File: config.mk
export PLATFORM = sky130hd
export DESIGN_NAME = fm_envelope_generator_unit
export DESIGN_NICKNAME = d
export VERILOG_FILES = /design/src/rtl/fmeg_pkg.sv /design/src/rtl/fm_envelope_generator_unit.sv /design/src/rtl/fmeg_state_mem.sv /design/src/rtl/fmeg_env_calc.sv
export SDC_FILE = /design/constraint.sdc
export NUM_CORES = 1
export LEC_CHECK = 0
export ABC_CLOCK_PERIOD_IN_PS = 10600
export BUFFER_PORTS_ARGS = -buffer_cell sky130_fd_sc_hd__buf_4
export CORE_UTILIZATION = 50
export CTS_CLUSTER_DIAMETER = 60
export DETAILED_ROUTE_END_ITERATION = 10
export PLACE_DENSITY = 0.63
export SLEW_MARGIN = 10
export SYNTH_ARGS = -nofsm -noshare
export SYNTH_HDL_FRONTEND = slang
export SYNTH_SLANG_ARGS = --single-unit
File: constraint.sdc
create_clock -name aclk -period 10.6 [get_ports aclk]
set_clock_uncertainty 0.05 [all_clocks]
set_input_delay 1.06 -clock aclk [delete_from_list [all_inputs] [get_ports aclk]]
set_output_delay 1.06 -clock aclk [all_outputs]
set_load 0.05 [all_outputs]
File: src/rtl/fmeg_pkg.sv
// ----------------------------------------------------------------------------
// fmeg_pkg
// Shared types and constants of the FM envelope generator.
// ----------------------------------------------------------------------------
package fmeg_pkg;

    localparam logic [6:0] ATTN_CEILING   = 7'd127;
    localparam logic [6:0] ATTN_MUTE_BITS = 7'd124;
    localparam logic [6:0] RATE_CEILING   = 7'd63;

    // Step patterns, bit i is entry i of the pattern row
    localparam logic [7:0] STEP_PATTERN [4] = '{8'hAA, 8'hBA, 8'hEE, 8'hFE};

    typedef enum logic [1:0] {
        ST_DAMP    = 2'd0,
        ST_ATTACK  = 2'd1,
        ST_DECAY   = 2'd2,
        ST_SUSTAIN = 2'd3
    } env_stage_t;

    typedef struct packed {
        logic [4:0] op_index;
        logic       sample_end;
        logic [3:0] attack_rate;
        logic [3:0] decay_rate;
        logic [3:0] sustain_level;
        logic [3:0] release_rate;
        logic       sustained_tone;
        logic       key_scale_rate;
        logic [3:0] key_code;
        logic       key_on;
        logic       sustain_mode;
        logic       rhythm_operator;
    } fmeg_in_t;

    typedef struct packed {
        logic [6:0] attenuation;
        logic [1:0] envelope_phase;
        logic       phase_reset;
        logic       silent;
    } fmeg_out_t;

    // Per-operator state
    typedef struct packed {
        logic [6:0] level;
        env_stage_t stage;
        logic       key;
    } op_state_t;

    // One memory row holds both operators of a channel
    typedef struct packed {
        op_state_t modu;
        op_state_t carr;
    } chan_row_t;

    localparam op_state_t OP_RESET  = '{level: ATTN_CEILING, stage: ST_SUSTAIN, key: 1'b0};
    localparam chan_row_t ROW_RESET = '{modu: OP_RESET, carr: OP_RESET};

    localparam fmeg_out_t OUT_IDLE_OP = '{
        attenuation:    ATTN_CEILING,
        envelope_phase: ST_SUSTAIN,
        phase_reset:    1'b0,
        silent:         1'b1
    };

endpackage

File: src/rtl/fm_envelope_generator_unit.sv
// ----------------------------------------------------------------------------
// fm_envelope_generator_unit
// Envelope generator for 2*NUM_CHANNELS FM operators, one operator a transfer.
// ----------------------------------------------------------------------------
// Usage:
//   s_valid/s_ready/s_item carry one operator update request a transfer:
//   operator index, its rates, sustain level, key code and mode bits.
//   m_valid/m_ready/m_item return one result per request, in order: new
//   attenuation, envelope phase, phase reset flag and silence flag.
// Path: read stage register, then output register. Throughput: one operator
//   per clock unless the output stalls. The state of both operators of a
//   channel sits in one row of a single-port-write memory with a registered
//   read port; each request reads its row on acceptance and writes it back
//   as its result is registered. A back-to-back request to the same channel
//   takes the row from a forwarding register holding the last write.
// Reset: synchronous, active low. Every operator reads as attenuation 127,
//   sustain phase, key released; a per-row valid bit stands in for the
//   memory until the row is first written, so no clearing pass is needed.
//   The 16-bit sample counter clears and steps on each result with
//   sample_end set.
// Stall: with m_ready low the result holds in the output register; one
//   further request is taken and parked in the read stage, then s_ready
//   drops until the output register drains.
// Operator indices at or beyond 2*NUM_CHANNELS leave all operator state
//   alone and return a muted result.
// ----------------------------------------------------------------------------
module fm_envelope_generator_unit #(
    parameter int NUM_CHANNELS = 9
) (
    input  logic                aclk,
    input  logic                aresetn,
    input  logic                s_valid,
    output logic                s_ready,
    input  fmeg_pkg::fmeg_in_t  s_item,
    output logic                m_valid,
    input  logic                m_ready,
    output fmeg_pkg::fmeg_out_t m_item
);

    localparam int ROW_W    = (NUM_CHANNELS > 1) ? $clog2(NUM_CHANNELS) : 1;
    localparam int OP_COUNT = 2 * NUM_CHANNELS;

    // read stage
    logic                p1_valid_reg, p1_valid_next;
    fmeg_pkg::fmeg_in_t  p1_item_reg;
    logic                p1_in_range;
    logic [ROW_W-1:0]    p1_row;
    logic                p1_adv;

    // input side
    logic                s_xfer;
    logic                s_in_range;
    logic [ROW_W-1:0]    rd_addr;

    // memory and forwarding
    fmeg_pkg::chan_row_t rd_row;
    fmeg_pkg::chan_row_t row_use;
    fmeg_pkg::chan_row_t row_new;
    logic                wr_en;
    logic                fwd_valid_reg;
    logic [ROW_W-1:0]    fwd_addr_reg;
    fmeg_pkg::chan_row_t fwd_row_reg;

    // counter and output register
    logic [15:0]         cnt_reg, cnt_next;
    fmeg_pkg::fmeg_out_t calc_result;
    logic                m_valid_reg, m_valid_next;
    fmeg_pkg::fmeg_out_t m_item_reg;

    assign s_in_range  = ({1'b0, s_item.op_index} < 6'(OP_COUNT));
    assign p1_in_range = ({1'b0, p1_item_reg.op_index} < 6'(OP_COUNT));
    assign rd_addr     = s_in_range ? s_item.op_index[ROW_W:1] : '0;
    assign p1_row      = p1_item_reg.op_index[ROW_W:1];

    // the output register takes a result whenever it is empty or draining
    assign p1_adv  = p1_valid_reg && (!m_valid_reg || m_ready);
    assign s_ready = !p1_valid_reg || !m_valid_reg || m_ready;
    assign s_xfer  = s_valid && s_ready;
    assign wr_en   = p1_adv && p1_in_range;

    // last written row overrides a stale read of the same row
    assign row_use = (fwd_valid_reg && fwd_addr_reg == p1_row) ? fwd_row_reg : rd_row;

    fmeg_state_mem #(
        .DEPTH  (NUM_CHANNELS),
        .ADDR_W (ROW_W)
    ) u_mem (
        .aclk    (aclk),
        .aresetn (aresetn),
        .rd_en   (s_xfer),
        .rd_addr (rd_addr),
        .rd_data (rd_row),
        .wr_en   (wr_en),
        .wr_addr (p1_row),
        .wr_data (row_new)
    );

    fmeg_env_calc u_calc (
        .item    (p1_item_reg),
        .row     (row_use),
        .cnt     (cnt_reg),
        .row_new (row_new),
        .result  (calc_result)
    );

    always_comb begin
        p1_valid_next = p1_valid_reg;
        if (s_xfer) begin
            p1_valid_next = 1'b1;
        end else if (p1_adv) begin
            p1_valid_next = 1'b0;
        end

        m_valid_next = m_valid_reg;
        if (p1_adv) begin
            m_valid_next = 1'b1;
        end else if (m_ready) begin
            m_valid_next = 1'b0;
        end

        cnt_next = cnt_reg;
        if (p1_adv && p1_item_reg.sample_end) begin
            cnt_next = cnt_reg + 16'd1;
        end
    end

    always_ff @(posedge aclk) begin
        if (!aresetn) begin
            p1_valid_reg  <= 1'b0;
            m_valid_reg   <= 1'b0;
            fwd_valid_reg <= 1'b0;
            cnt_reg       <= '0;
        end else begin
            p1_valid_reg <= p1_valid_next;
            m_valid_reg  <= m_valid_next;
            cnt_reg      <= cnt_next;
            if (wr_en) begin
                fwd_valid_reg <= 1'b1;
            end
        end
    end

    always_ff @(posedge aclk) begin
        if (s_xfer) begin
            p1_item_reg <= s_item;
        end
        if (wr_en) begin
            fwd_addr_reg <= p1_row;
            fwd_row_reg  <= row_new;
        end
        if (p1_adv) begin
            m_item_reg <= p1_in_range ? calc_result : fmeg_pkg::OUT_IDLE_OP;
        end
    end

    assign m_valid = m_valid_reg;
    assign m_item  = m_item_reg;

endmodule

File: src/rtl/fmeg_state_mem.sv
// ----------------------------------------------------------------------------
// fmeg_state_mem
// Channel state memory: one write port, one registered read port; rows
// never written since reset read back as the reset state.
// ----------------------------------------------------------------------------
module fmeg_state_mem #(
    parameter int DEPTH  = 9,
    parameter int ADDR_W = 4
) (
    input  logic                      aclk,
    input  logic                      aresetn,
    input  logic                      rd_en,
    input  logic [ADDR_W-1:0]         rd_addr,
    output fmeg_pkg::chan_row_t       rd_data,
    input  logic                      wr_en,
    input  logic [ADDR_W-1:0]         wr_addr,
    input  fmeg_pkg::chan_row_t       wr_data
);

    fmeg_pkg::chan_row_t mem [DEPTH];
    fmeg_pkg::chan_row_t rd_data_reg;
    logic [DEPTH-1:0]    vld_reg;
    logic                rd_vld_reg;

    always_ff @(posedge aclk) begin
        if (wr_en) begin
            mem[wr_addr] <= wr_data;
        end
        if (rd_en) begin
            rd_data_reg <= mem[rd_addr];
        end
    end

    always_ff @(posedge aclk) begin
        if (!aresetn) begin
            vld_reg    <= '0;
            rd_vld_reg <= 1'b0;
        end else begin
            if (wr_en) begin
                vld_reg[wr_addr] <= 1'b1;
            end
            if (rd_en) begin
                rd_vld_reg <= vld_reg[rd_addr];
            end
        end
    end

    assign rd_data = rd_vld_reg ? rd_data_reg : fmeg_pkg::ROW_RESET;

endmodule

File: src/rtl/fmeg_env_calc.sv
// ----------------------------------------------------------------------------
// fmeg_env_calc
// Envelope update for one operator: key edge, phase change, effective rate
// and attenuation step. Produces the new channel row and the result.
// ----------------------------------------------------------------------------
module fmeg_env_calc (
    input  fmeg_pkg::fmeg_in_t  item,
    input  fmeg_pkg::chan_row_t row,
    input  logic [15:0]         cnt,
    output fmeg_pkg::chan_row_t row_new,
    output fmeg_pkg::fmeg_out_t result
);

    logic                 carrier;
    logic                 tone_path;
    logic                 restart;
    logic                 mod_write;
    logic                 attack;
    fmeg_pkg::op_state_t  own;
    fmeg_pkg::op_state_t  own_new;
    fmeg_pkg::op_state_t  mod_new;
    fmeg_pkg::env_stage_t stg;
    logic [6:0]           env;
    logic [7:0]           env_n;
    logic [3:0]           base;
    logic [6:0]           rate_sum;
    logic [5:0]           rate;
    logic [3:0]           grp;
    logic [7:0]           pat;
    logic [3:0]           sh;
    logic [2:0]           fm;
    logic [15:0]          mask;
    logic [15:0]          shifted;

    always_comb begin
        carrier   = item.op_index[0];
        tone_path = item.rhythm_operator | carrier;
        own       = carrier ? row.carr : row.modu;
        stg       = (item.key_on && !own.key) ? fmeg_pkg::ST_DAMP : own.stage;
        env       = own.level;
        restart   = 1'b0;

        if (stg == fmeg_pkg::ST_DAMP && env[6:2] == 5'h1f && tone_path) begin
            restart = 1'b1;
            if (item.attack_rate == 4'hf) begin
                stg = fmeg_pkg::ST_DECAY;
                env = '0;
            end else begin
                stg = fmeg_pkg::ST_ATTACK;
            end
        end else if (stg == fmeg_pkg::ST_ATTACK && env == 7'd0) begin
            stg = fmeg_pkg::ST_DECAY;
        end else if (stg == fmeg_pkg::ST_DECAY && env[6:3] == item.sustain_level) begin
            stg = fmeg_pkg::ST_SUSTAIN;
        end

        // melodic carrier restart carries over to its modulator
        mod_write = restart && carrier && !item.rhythm_operator;
        mod_new   = row.modu;
        if (mod_write) begin
            mod_new.stage = stg;
            if (item.attack_rate == 4'hf) begin
                mod_new.level = '0;
            end
        end

        // base rate
        attack = 1'b0;
        if (!item.key_on && tone_path) begin
            base = item.sustained_tone ? item.release_rate
                                       : (item.sustain_mode ? 4'd5 : 4'd7);
        end else begin
            unique case (stg)
                fmeg_pkg::ST_DAMP:   base = 4'd12;
                fmeg_pkg::ST_ATTACK: begin
                    base   = item.attack_rate;
                    attack = 1'b1;
                end
                fmeg_pkg::ST_DECAY:  base = item.decay_rate;
                default:             base = item.sustained_tone ? 4'd0 : item.release_rate;
            endcase
        end

        rate_sum = {1'b0, base, 2'b00}
                 + (item.key_scale_rate ? {3'b000, item.key_code}
                                        : {5'b00000, item.key_code[3:2]});
        rate     = (rate_sum > fmeg_pkg::RATE_CEILING) ? 6'd63 : rate_sum[5:0];
        grp      = rate[5:2];
        pat      = fmeg_pkg::STEP_PATTERN[rate[1:0]];
        sh       = 4'd13 - grp;
        fm       = 3'(5'd16 - {1'b0, grp});
        mask     = (16'h0001 << sh) - 16'h0001;
        shifted  = cnt >> sh;
        env_n    = {1'b0, env};

        if (attack) begin
            if (grp == 4'd0 || grp == 4'd15) begin
                env_n = '0;
            end else if (grp >= 4'd12) begin
                env_n = (env == 7'd0) ? 8'd0 : {1'b0, env - (env >> fm) - 7'd1};
            end else if ((cnt & mask & ~16'h0003) == 16'h0000 && pat[shifted[2:0]]) begin
                env_n = (env == 7'd0) ? 8'd0 : {1'b0, env - (env >> 4) - 7'd1};
            end
        end else begin
            if (grp == 4'd0) begin
                env_n = {1'b0, env};
            end else if (grp == 4'd13) begin
                env_n = {1'b0, env} + 8'd1 + {7'd0, pat[{cnt[3:2], cnt[0]}]};
            end else if (grp == 4'd14) begin
                env_n = {1'b0, env} + 8'd1 + {7'd0, pat[{cnt[3:2], 1'b0}]};
            end else if (grp == 4'd15) begin
                env_n = {1'b0, env} + 8'd2;
            end else if ((cnt & mask) == 16'h0000) begin
                env_n = {1'b0, env} + {7'd0, pat[shifted[2:0]]};
            end
            if (env_n > {1'b0, fmeg_pkg::ATTN_CEILING}) begin
                env_n = {1'b0, fmeg_pkg::ATTN_CEILING};
            end
        end

        own_new.level = env_n[6:0];
        own_new.stage = stg;
        own_new.key   = item.key_on;

        if (carrier) begin
            row_new.carr = own_new;
            row_new.modu = mod_new;
        end else begin
            row_new.carr = row.carr;
            row_new.modu = own_new;
        end

        result.attenuation    = env_n[6:0];
        result.envelope_phase = stg;
        result.phase_reset    = restart;
        result.silent         = ((env_n[6:0] & fmeg_pkg::ATTN_MUTE_BITS)
                                 == fmeg_pkg::ATTN_MUTE_BITS);
    end

endmodule

# == Word-level counts from Yosys, hierarchy flattened ==
# Memory sizes are Yosys's and may differ from the RTL's. A register that Yosys moved wholly into a read port is not among the register bits.
# Index checks and enable logic that the tools add are counted.
# totals
ram_bits,180
register_bits,95
out_inout_bits,13
mem_bits_ro,0
in_bits,35
n_memories,1
latch_bits,0
# classes
shifts,3
n_eq_ne,12
n_addsub,14
n_lt_le_gt_ge,12
mux,56
n_div,0
n_mul,0
n_reduce_logical,33
bitwise,4
# memory_table
name,words,word_bits,rd,rd_ports_with_merged_regs,wr,line_no,text
u_mem.mem,9,20,1,1,1,fmeg_state_mem.sv:20,fmeg_pkg::chan_row_t mem [DEPTH];
# ops
operator,count
$mux W7,10
$mux W8,8
$mux W20,3
$logic_not A16 Y1,2
$mux W4,5
$add A16 B1 Y16 const B,1
$add A8 B1 Y8,2
$and A16 B16 Y16,1
$bmux W8 S2,1
$eq A4 B4 Y1 const B,4
$shl A1 B4 Y16 const A,1
$shr A16 B4 Y3,1
$sub A16 B1 Y16 const B,1
$logic_and A1 B1 Y1,15
$logic_not A7 Y1,2
$mux W1,14
$sub A7 B1 Y7 const B,2
$lt A3 B4 Y1 const B,3
$mux W2,6
$pmux W4 S3,1
$eq A5 B5 Y1 const B,2
$lt A4 B5 Y1 const B,2
$lt A5 B5 Y1 const B,2
$mux W10,1
31 further kinds,44

# == Logic depth before layout (Yosys ltp) ==
# Gate-level depths: netlist of run 1.
# depth
ltp_word,35
mapped_depth,41
mapped_depth_nobuf,34

# == Modules after synthesis ==
# Synthesis of run 1 repeated with hierarchy kept, for this count alone.
# hier_totals
cells_unflattened,1245
hier_area_um2,15636.2
# modules_own_cells
mod,area_per_inst_um2,instances,cells_per_inst,seq_area_each_um2
fmeg_state_mem,8146.6,1,387,6206.0
fmeg_env_calc,4232.8,1,644,0.0
fm_envelope_generator_unit,3256.9,1,214,2362.3

# == Worst setup path before layout of run 1 ==
# Ideal clock, no wire load.
# synth_path
path_kind,register -> register
from,register p1_item_reg[27] in the netlist's numbering
to,register fwd_row_reg[6] in the netlist's numbering (data pin)
arrival_ns,8.307
path_stages_with_launch,39
period_less_slack_ns,8.603
path_buffers,7
path_slack_ns,1.997
cell_sequence,edfxtp_1 -> xnor2_1 -> and3_4 -> buf_6 -> a21oi_2 -> a211o_1 -> and3_1 -> buf_4 -> a21o_1 -> a21oi_1 -> o21a_1 -> nand2_1 -> a21oi_1 -> ha_1 -> inv_1 -> fa_1 -> nor4b_1 -> nand2_1 -> (+3 left out) -> clkbuf_1 -> clkbuf_1 -> clkbuf_1 -> nand3_1 -> ha_1 -> clkbuf_1 -> a32o_1 -> a21oi_1 -> nor2b_1 -> mux2i_1 -> o2111a_1 -> o2111ai_1 -> or4_4 -> a21bo_1 -> or4_1 -> o2111ai_2 -> a221oi_2 -> a21oi_1
# synth_lines
element,line_no,text
start: declaration,fm_envelope_generator_unit.sv:45,fmeg_pkg::fmeg_in_t p1_item_reg;
start signal: assignment,fm_envelope_generator_unit.sv:145,p1_item_reg <= s_item;
end signal: assignment,fm_envelope_generator_unit.sv:149,fwd_row_reg <= row_new;
end: declaration,fm_envelope_generator_unit.sv:62,fmeg_pkg::chan_row_t fwd_row_reg;

==> impl_results.md, run 1 <==
* Status: finished, final reports clean
* Initial antenna violation count at 0
* DR DRC count at 0
* Synth top area share at 0.5146
* Peak VDD IR at 132.6 uV
* Hold WC Path Type: reg2reg
* Synth cell types at 94
* Mean post-synth cell area at 11.64 um2
* Antenna diodes at 0
* Layout cells sized above 1 at 0.1464
* Max-Cap Viols at 0
* Register area at 0.008568 mm2
* GR met2 Demand/Resource at 0.4424
* Worst flop-to-flop path endpoint: fwd_row_reg[17]$_DFFE_PP_
* Post-synthesis async set-or-reset flop share at 0
* Worst slew pin tran at 1.155 ns
* Req. time, crit path at 10.76 ns
* Synth top area cells: edfxtp_1 51%, mux4_2 4.1%, dfxtp_1 3.7%, nand2_1 2.9%, mux2i_1 2.8%
* Final setup vio count at 0
* Post-CTS setup buffers at 0
* CP max FO at 22
* Cell area power density at 195.6 mW/mm2
* Compound-gate portion of the synthesized area at 0.1513
* Met3 usage at 0.02685
* Vias in the first global route at 10,759
* Routed Antenna Nets at 0
* Worst r2r src: p1_item_reg[27]$_DFFE_PP_
* Fill cell count at 2,536
* Endpoint class of the critical path: register
* Via count at 11,081
* Post-Synth Simple-Gate Area at 0.1348
* Synth Instances at 1,334
* Fmax at 0.1014 GHz
* Top cells by count, synth: 266 x edfxtp_1, 119 x nand2_1, 93 x nor2_1, 76 x a21oi_1, 71 x clkbuf_1
* IO buf count at 47
* Type of the worst setup path: reg2reg
* Crit path largest cell delay at 0.75 ns
* Number of synthesized register bits at 295
* Reg2Reg Depth at 34
* Worst setup SP type: register
* Most frequent cell after synthesis: edfxtp_1
* Drt first pass iters at 6
* Mapped Area at 0.01552 mm2
* Post-DR wirelength/cell at 22.27 um
* 1st-iter DRT viols at 1,052
* Final Hold Viols at 0
* Syn_nets at 1,400
* Final Cycle Share at 0.9300
* Adder-Cell Fraction of Synth Area at 0.02709
* RSZ-0062 raised after global routing: true
* Root buf cell: clkbuf_16
* Worst path slowest cell: o22ai_1
* Seq/Total Area, Yosys at 0.5520
* Total CTS buffers at 31
* GRT Resource Usage Total at 0.2539
* Setup TNS at 0 ns
* Clock-pin transition on the worst setup and hold timing paths at 0.06 ns
* I/O Pins at 48
* R2R Setup Slk at 0.74 ns
* Clk sinks at 295
* Hold Crit Depth at 2
* CTS tree: done
* Die W at 178.2 um
* WHS Endpoint: u_mem.vld_reg[6]$_SDFFE_PN0P_
* Arrival @ worst endpoint at 10.02 ns
* Minimum clock period at 9.858 ns
* Max reg flops at 180
* Xor/xnor cell area share of the yosys netlist at 0.02426
* Die area at 0.03175 mm2
* Max-slew headroom at 0.2301
* Multiplexer share of the synthesized area at 0.07795
* Global-route wire length before repair at 61.86 mm
* Most used routing layer: met2
* Post-synth EDFFs at 266
* Die Y at 178.2 um
* Yosys top cell by area: edfxtp_1
* Met1 usage in global routing at 0.3374
* WL final at 39.40 mm
* Final Max Slew Viols at 0
* CORE AREA at 0.03059 mm2
* Nets@finish at 1,414
* Overflow after GRT at 0
* Footprint of the multi-input gates at 0.006525 mm2
* Via density at 6.264
* Max Buffers Root-to-Sink at 3
* Yosys warns at 0
* Starting density of the core at 0.5074
* HP Start: u_mem.vld_reg[6]$_SDFFE_PN0P_
* HPWL after detailed placement at 27.12 mm
* Synthesis-to-layout area growth at 11.37%
* FP Rows at 64
* Clock H-tree levels at 1
* Largest net degree at the start of global routing at 54
* Worst Hold Margin at 0.4250 ns
* LEAKAGE at 5.897 nW
* Hold Buf Count CTS at 0
* Most common flop cell mapped by yosys: edfxtp_1
* Largest family of logic cells by synthesized area: compound AO/OA/AOI/OAI gates
* Clk Latency, worst-skew pair at 0.56 ns
* GPL Wtd Cong at 0.9860
==> worst max path at each step <==
stage,start,end,slack (ns),cells past startpoint
floorplan,p1_item_reg[27]$_DFFE_PP_,fwd_row_reg[6]$_DFFE_PP_,2.00,38
global placement,p1_item_reg[26]$_DFFE_PP_,u_mem.mem[4][19]$_DFFE_PP_,0.93,32
detailed placement,p1_item_reg[26]$_DFFE_PP_,u_mem.mem[1][19]$_DFFE_PP_,0.74,32
CTS,p1_item_reg[27]$_DFFE_PP_,fwd_row_reg[19]$_DFFE_PP_,0.68,33
global route,p1_item_reg[27]$_DFFE_PP_,fwd_row_reg[17]$_DFFE_PP_,-0.13,34
finish,p1_item_reg[27]$_DFFE_PP_,fwd_row_reg[17]$_DFFE_PP_,0.74,34
==> where the power goes <==
group          switching [W]  internal [W]  leakage (nW)
Clock               0.000431      0.000632         0.497
Sequential         0.0000239       0.00137          2.58
Combinational       0.000596      0.000326          2.82
Total                0.00105       0.00233          5.90
==> metrics by stage <==
step / cells / total power (W) / setup slack (ns) / util / cell area, um2
global route: 1769 / 0.003533 / -0.1271 / 0.5651 / 17290
global placement: 1711 / 0.002322 / 0.9284 / 0.5313 / 16250
CTS: 1769 / 0.003387 / 0.6804 / 0.5645 / 17270
floorplan: 1334 / 0.002071 / 1.997 / - / 15520
detailed placement: 1711 / 0.002325 / 0.7365 / 0.5313 / 16250
finish: 1769 / 0.003381 / 0.7423 / 0.5651 / 17290
==> critical path: cells and delay by family (launching register included) <==
| family | cells | cell delay (ns) |
|---|---|---|
| mux | 1 | 0.13 |
| flops | 1 | 0.52 |
| compound gates | 12 | 2.69 |
| xor+xnor | 1 | 0.29 |
| buf+inv | 3 | 0.61 |
| fa+ha+maj | 4 | 1.61 |
| simple gates | 13 | 3.60 |
==> routing by layer <==
| metal | vias up | wire length, um | share of wire |
|---|---|---|---|
| li1 | 5174 | - | - |
| met1 | 5458 | 16760 | 0.43 |
| met2 | 376 | 19770 | 0.50 |
| met3 | 73 | 1947 | 0.049 |
| met4 | 0 | 917 | 0.023 |
| met5 | - | 0 | 0 |
==> area by class of cell <==
class,instances,area share
clock buffer,33,0.04531
timing repair buffer,71,0.03156
multi-input combinational,913,0.3775
inverter,36,0.007817
sequential,295,0.4957
tap,396,0.02866
clock inverter,25,0.01353
==> layout by cell type, fill, tap and decap left out, types with 9 or more instances in the layout <==
| cell | n |
|---|---|
| a211oi_1 | 31 |
| a21o_1 | 10 |
| a21oi_1 | 76 |
| a221oi_1 | 21 |
| a22oi_1 | 27 |
| a31oi_1 | 10 |
| and2_1 | 13 |
| and3_1 | 20 |
| buf_4 | 70 |
| clkbuf_16 | 31 |
| clkinv_1 | 15 |
| dfxtp_1 | 29 |
| edfxtp_1 | 266 |
| ha_1 | 28 |
| inv_1 | 31 |
| mux2_2 | 9 |
| mux2i_1 | 44 |
| mux4_2 | 28 |
| nand2_1 | 119 |
| nand2b_1 | 16 |
| nand3_1 | 43 |
| nand3b_1 | 9 |
| nand4_1 | 13 |
| nor2_1 | 87 |
| nor2b_1 | 13 |
| nor3_1 | 21 |
| o211ai_1 | 10 |
| o21ai_0 | 65 |
| o22ai_1 | 10 |
| or4_1 | 9 |
| xnor2_1 | 20 |
| xor2_1 | 18 |
==> kinds of logic (layout without fill, tap and decap cells) <==
group	after synthesis	after routing
simple gates	418	418
compound gates	340	340
flops	295	295
buf+inv	126	165
mux	83	83
xor+xnor	40	40
fa+ha+maj	32	32
==> repair_timing <==
item	CTS	global route
endpoints found under the setup margin	0	80
hold endpoints to repair	0	0
gates resized for setup	0	3
(Power assumes the default switching activity.)
==> run 2, diff against run 1 <==
--- a/config.mk
+++ b/config.mk
@@ -7,10 +7,13 @@
 export LEC_CHECK = 0
 export ABC_CLOCK_PERIOD_IN_PS = 10600
 export BUFFER_PORTS_ARGS = -buffer_cell sky130_fd_sc_hd__buf_4
+export CELL_PAD_IN_SITES_DETAIL_PLACEMENT = 1
+export CELL_PAD_IN_SITES_GLOBAL_PLACEMENT = 1
 export CORE_UTILIZATION = 50
 export CTS_CLUSTER_DIAMETER = 60
 export DETAILED_ROUTE_END_ITERATION = 10
-export PLACE_DENSITY = 0.63
+export PLACE_DENSITY = 0.85
+export REMOVE_ABC_BUFFERS = 1
 export SLEW_MARGIN = 10
 export SYNTH_ARGS = -nofsm -noshare
 export SYNTH_HDL_FRONTEND = slang
==> run 2 against run 1 <==
Compared with the run above:
- non-clock buffer count rose by 1
- register-to-register slack improved by 0.02 ns
- largest power group unchanged
- cell count increased by 0.28%
- maximum frequency up 0.20%
- clock-buffer cell count rose by 5
- highest routed layer unchanged
- combinational power rose by 4.0%
==> impl_results.md, run 2 (synthesized netlist as in run 1, its figures left out) <==
* Status: finished, final reports clean
* Placed Instances at 1,711 (unchanged)
* WL final at 46.58 mm (+18%)
* Minimum clock period at 9.838 ns (-0.01987 ns)
* Clock H-tree levels at 2 (+1)
* Power share of the clock group at 0.335 (+0.021)
* LEAKAGE at 5.952 nW (+0.92%)
* Die area at 0.03175 mm2 (unchanged)
* Total Power at 0.003543 W (+4.8%)
* Max-slew headroom at 0.1304 (-0.09975)
* Die Y at 178.2 um (unchanged)
* Design area at 0.01743 mm2 (+0.83%)
* Worst r2r src: p1_item_reg[27]$_DFFE_PP_
* HPWL after detailed placement at 30.76 mm (+13%)
* Final setup vio count at 0 (unchanged)
* Post-DR wirelength/cell at 26.25 um (+18%)
* DR DRC count at 0 (unchanged)
* Type of the worst setup path: reg2reg
* Fmax at 0.1016 GHz (+0.20%)
* Routed Antenna Nets at 0 (unchanged)
* P_sw at 0.001142 W (+8.6%)
* Cell area power density at 203.3 mW/mm2 (+3.9%)
* Reg2Reg Depth at 30 (-12%)
* R2R Setup Slk at 0.76 ns (+0.02 ns)
* Worst setup SP type: register
* Final std cells w/o fill at 1,774 (+0.28%)
* Max-Cap Viols at 0 (unchanged)
* Nets@finish at 1,418 (+0.28%)
* Final Max Slew Viols at 0 (unchanged)
* CTS tree: done
* Layout cells sized above 1 at 0.1567 (+0.01035)
* Synthesis-to-layout area growth at 12.30%
* Cell-internal power at 0.002401 W (+3.1%)
* Most common cell after layout, fill and taps aside: edfxtp_1
* Peak VDD IR at 177.2 uV (+34%)
* Via count at 11,771 (+6.2%)
* Critical Path Start: p1_item_reg[27]$_DFFE_PP_
* Post-DP Area at 0.01624 mm2 (about the same)
* Crit path largest cell delay at 0.82 ns (+0.07 ns)
* Setup TNS at 0 ns (unchanged)
* Place WS at 0.6428 ns (-0.09376 ns)
* Clk Latency, worst-skew pair at 0.54 ns (-0.02 ns)
* Largest net degree at the start of global routing at 54 (unchanged)
* GPL Wtd Cong at 1.060 (+7.5%)
* FP Rows at 64 (unchanged)
* Die W at 178.2 um (unchanged)
* Initial antenna violation count at 0 (unchanged)
* Max Buffers Root-to-Sink at 3 (unchanged)
* Worst path slowest cell: a31oi_1
* GRT Resource Usage Total at 0.2950 (+0.04110)
* Vias in the first global route at 12,181 (+13%)
* Flop pwr share at 0.394 (-0.019)
* Final Hold Viols at 0 (unchanged)
* Setup crit end: u_mem.mem[2][4]$_DFFE_PP_
* Endpoint class of the critical path: register
* Worst slew pin tran at 1.304 ns (+0.1496 ns)
* Req. time, crit path at 10.73 ns (-0.03 ns)
* CP max FO at 19 (-14%)
* Max reg flops at 180 (unchanged)
* Most frequent cells in the layout: 266 x edfxtp_1, 119 x nand2_1, 86 x nor2_1
* Worst flop-to-flop path endpoint: u_mem.mem[2][4]$_DFFE_PP_
* CORE AREA at 0.03059 mm2 (unchanged)
* Clock-pin transition on the worst setup and hold timing paths at 0.06 ns (about the same)
* Starting density of the core at 0.5074 (unchanged)
* Total CTS buffers at 34 (+9.7%)
* Root buf cell: clkbuf_16
* Hold WC Path Type: reg2reg
* Drt first pass iters at 5 (-1)
* RSZ-0062 raised after global routing: false
* IO buf count at 47 (unchanged)
* Arrival @ worst endpoint at 9.96 ns (-0.06 ns)
* Setup ws final at 0.7621 ns (+0.01987 ns)
* Overflow after GRT at 0 (unchanged)
* I/O Pins at 48 (unchanged)
* Switching Fraction at 0.3222 (+0.01143)
* Combinational Power Share at 0.271 (-0.002)
* Final Cycle Share at 0.9281 (-0.001875)
* Antenna diodes at 0 (unchanged)
* Global-route wire length before repair at 70.39 mm (+14%)
* Fill cell count at 3,149 (+24%)
* Via density at 6.635 (+5.9%)
* Clk sinks at 295 (unchanged)
* 1st-iter DRT viols at 1,049 (-0.29%)
## run 2: stage by stage
stage	hold WS, ns	utilization
final	0.4380	0.5698
after detailed placement	0.4139	0.5309
after CTS	0.4447	0.5680
after global routing	0.4711	0.5698
after floorplan	0.3848	-
after global placement	0.3942	0.5309
## run 2: final cells by class
| cell class | count | area [um2] | area share |
|---|---|---|---|
| clock buffer | 38 | 865.8 | 0.04967 |
| sequential | 295 | 8568 | 0.4916 |
| multi-input combinational | 913 | 6556 | 0.3761 |
| clock inverter | 24 | 269.0 | 0.01543 |
| tap | 396 | 495.5 | 0.02843 |
| inverter | 36 | 135.1 | 0.007753 |
| timing repair buffer | 72 | 540.5 | 0.03101 |
## run 2: worst max-delay path: cells and delay by family, from the launching register on
family | cells | cell delay, ns
AOI/OAI and AO/OA | 10 | 3.59
xor gates and xnor gates | 1 | 0.30
adders and majority gates | 4 | 1.24
buffers and inverters | 4 | 0.62
DFF | 1 | 0.53
muxes | 2 | 0.59
and+or+nand+nor | 9 | 2.54
## run 2: what timing repair did
action                                 CTS  global route
endpoints found under the hold margin    0             0
buffers inserted                         0             1
hold buffers                             0             0
setup endpoints to repair                0           132
gates resized for setup                  0            11
## run 2: worst min-delay path by stage
| stage | startpoint | endpoint | slack, ns | depth (start not counted) |
|---|---|---|---|---|
| 2_1_floorplan | u_mem.vld_reg[4]$_SDFFE_PN0P_ | u_mem.vld_reg[4]$_SDFFE_PN0P_ | 0.38 | 2 |
| 3_3_place_gp | u_mem.vld_reg[6]$_SDFFE_PN0P_ | u_mem.vld_reg[6]$_SDFFE_PN0P_ | 0.39 | 2 |
| 3_5_place_dp | u_mem.vld_reg[1]$_SDFFE_PN0P_ | u_mem.vld_reg[1]$_SDFFE_PN0P_ | 0.41 | 2 |
| 4_1_cts | u_mem.vld_reg[4]$_SDFFE_PN0P_ | u_mem.vld_reg[4]$_SDFFE_PN0P_ | 0.44 | 2 |
| 5_1_grt | u_mem.vld_reg[4]$_SDFFE_PN0P_ | u_mem.vld_reg[4]$_SDFFE_PN0P_ | 0.47 | 2 |
| 6_report | u_mem.vld_reg[4]$_SDFFE_PN0P_ | u_mem.vld_reg[4]$_SDFFE_PN0P_ | 0.44 | 2 |
## run 2: power groups by stage
stage	Sequential [W]	Combinational (W)	Clock, W
global placement	0.00142	0.000878	0
CTS	0.00140	0.000924	0.00120
finish	0.00140	0.000959	0.00119
global route	0.00140	0.00103	0.00124
floorplan	0.00143	0.000619	0
detailed placement	0.00142	0.000913	0
## run 2: per-layer routing
| metal | vias to the layer above | global-route usage | share of wire | wire [um] |
|---|---|---|---|---|
| met4 | 0 | 0.1271 | 0.038 | 1778 |
| met5 | - | 0 | 0 | 0 |
| li1 | 5177 | - | - | - |
| met2 | 494 | 0.5126 | 0.51 | 23690 |
| met1 | 5972 | 0.3658 | 0.39 | 18020 |
| met3 | 128 | 0.04284 | 0.066 | 3083 |
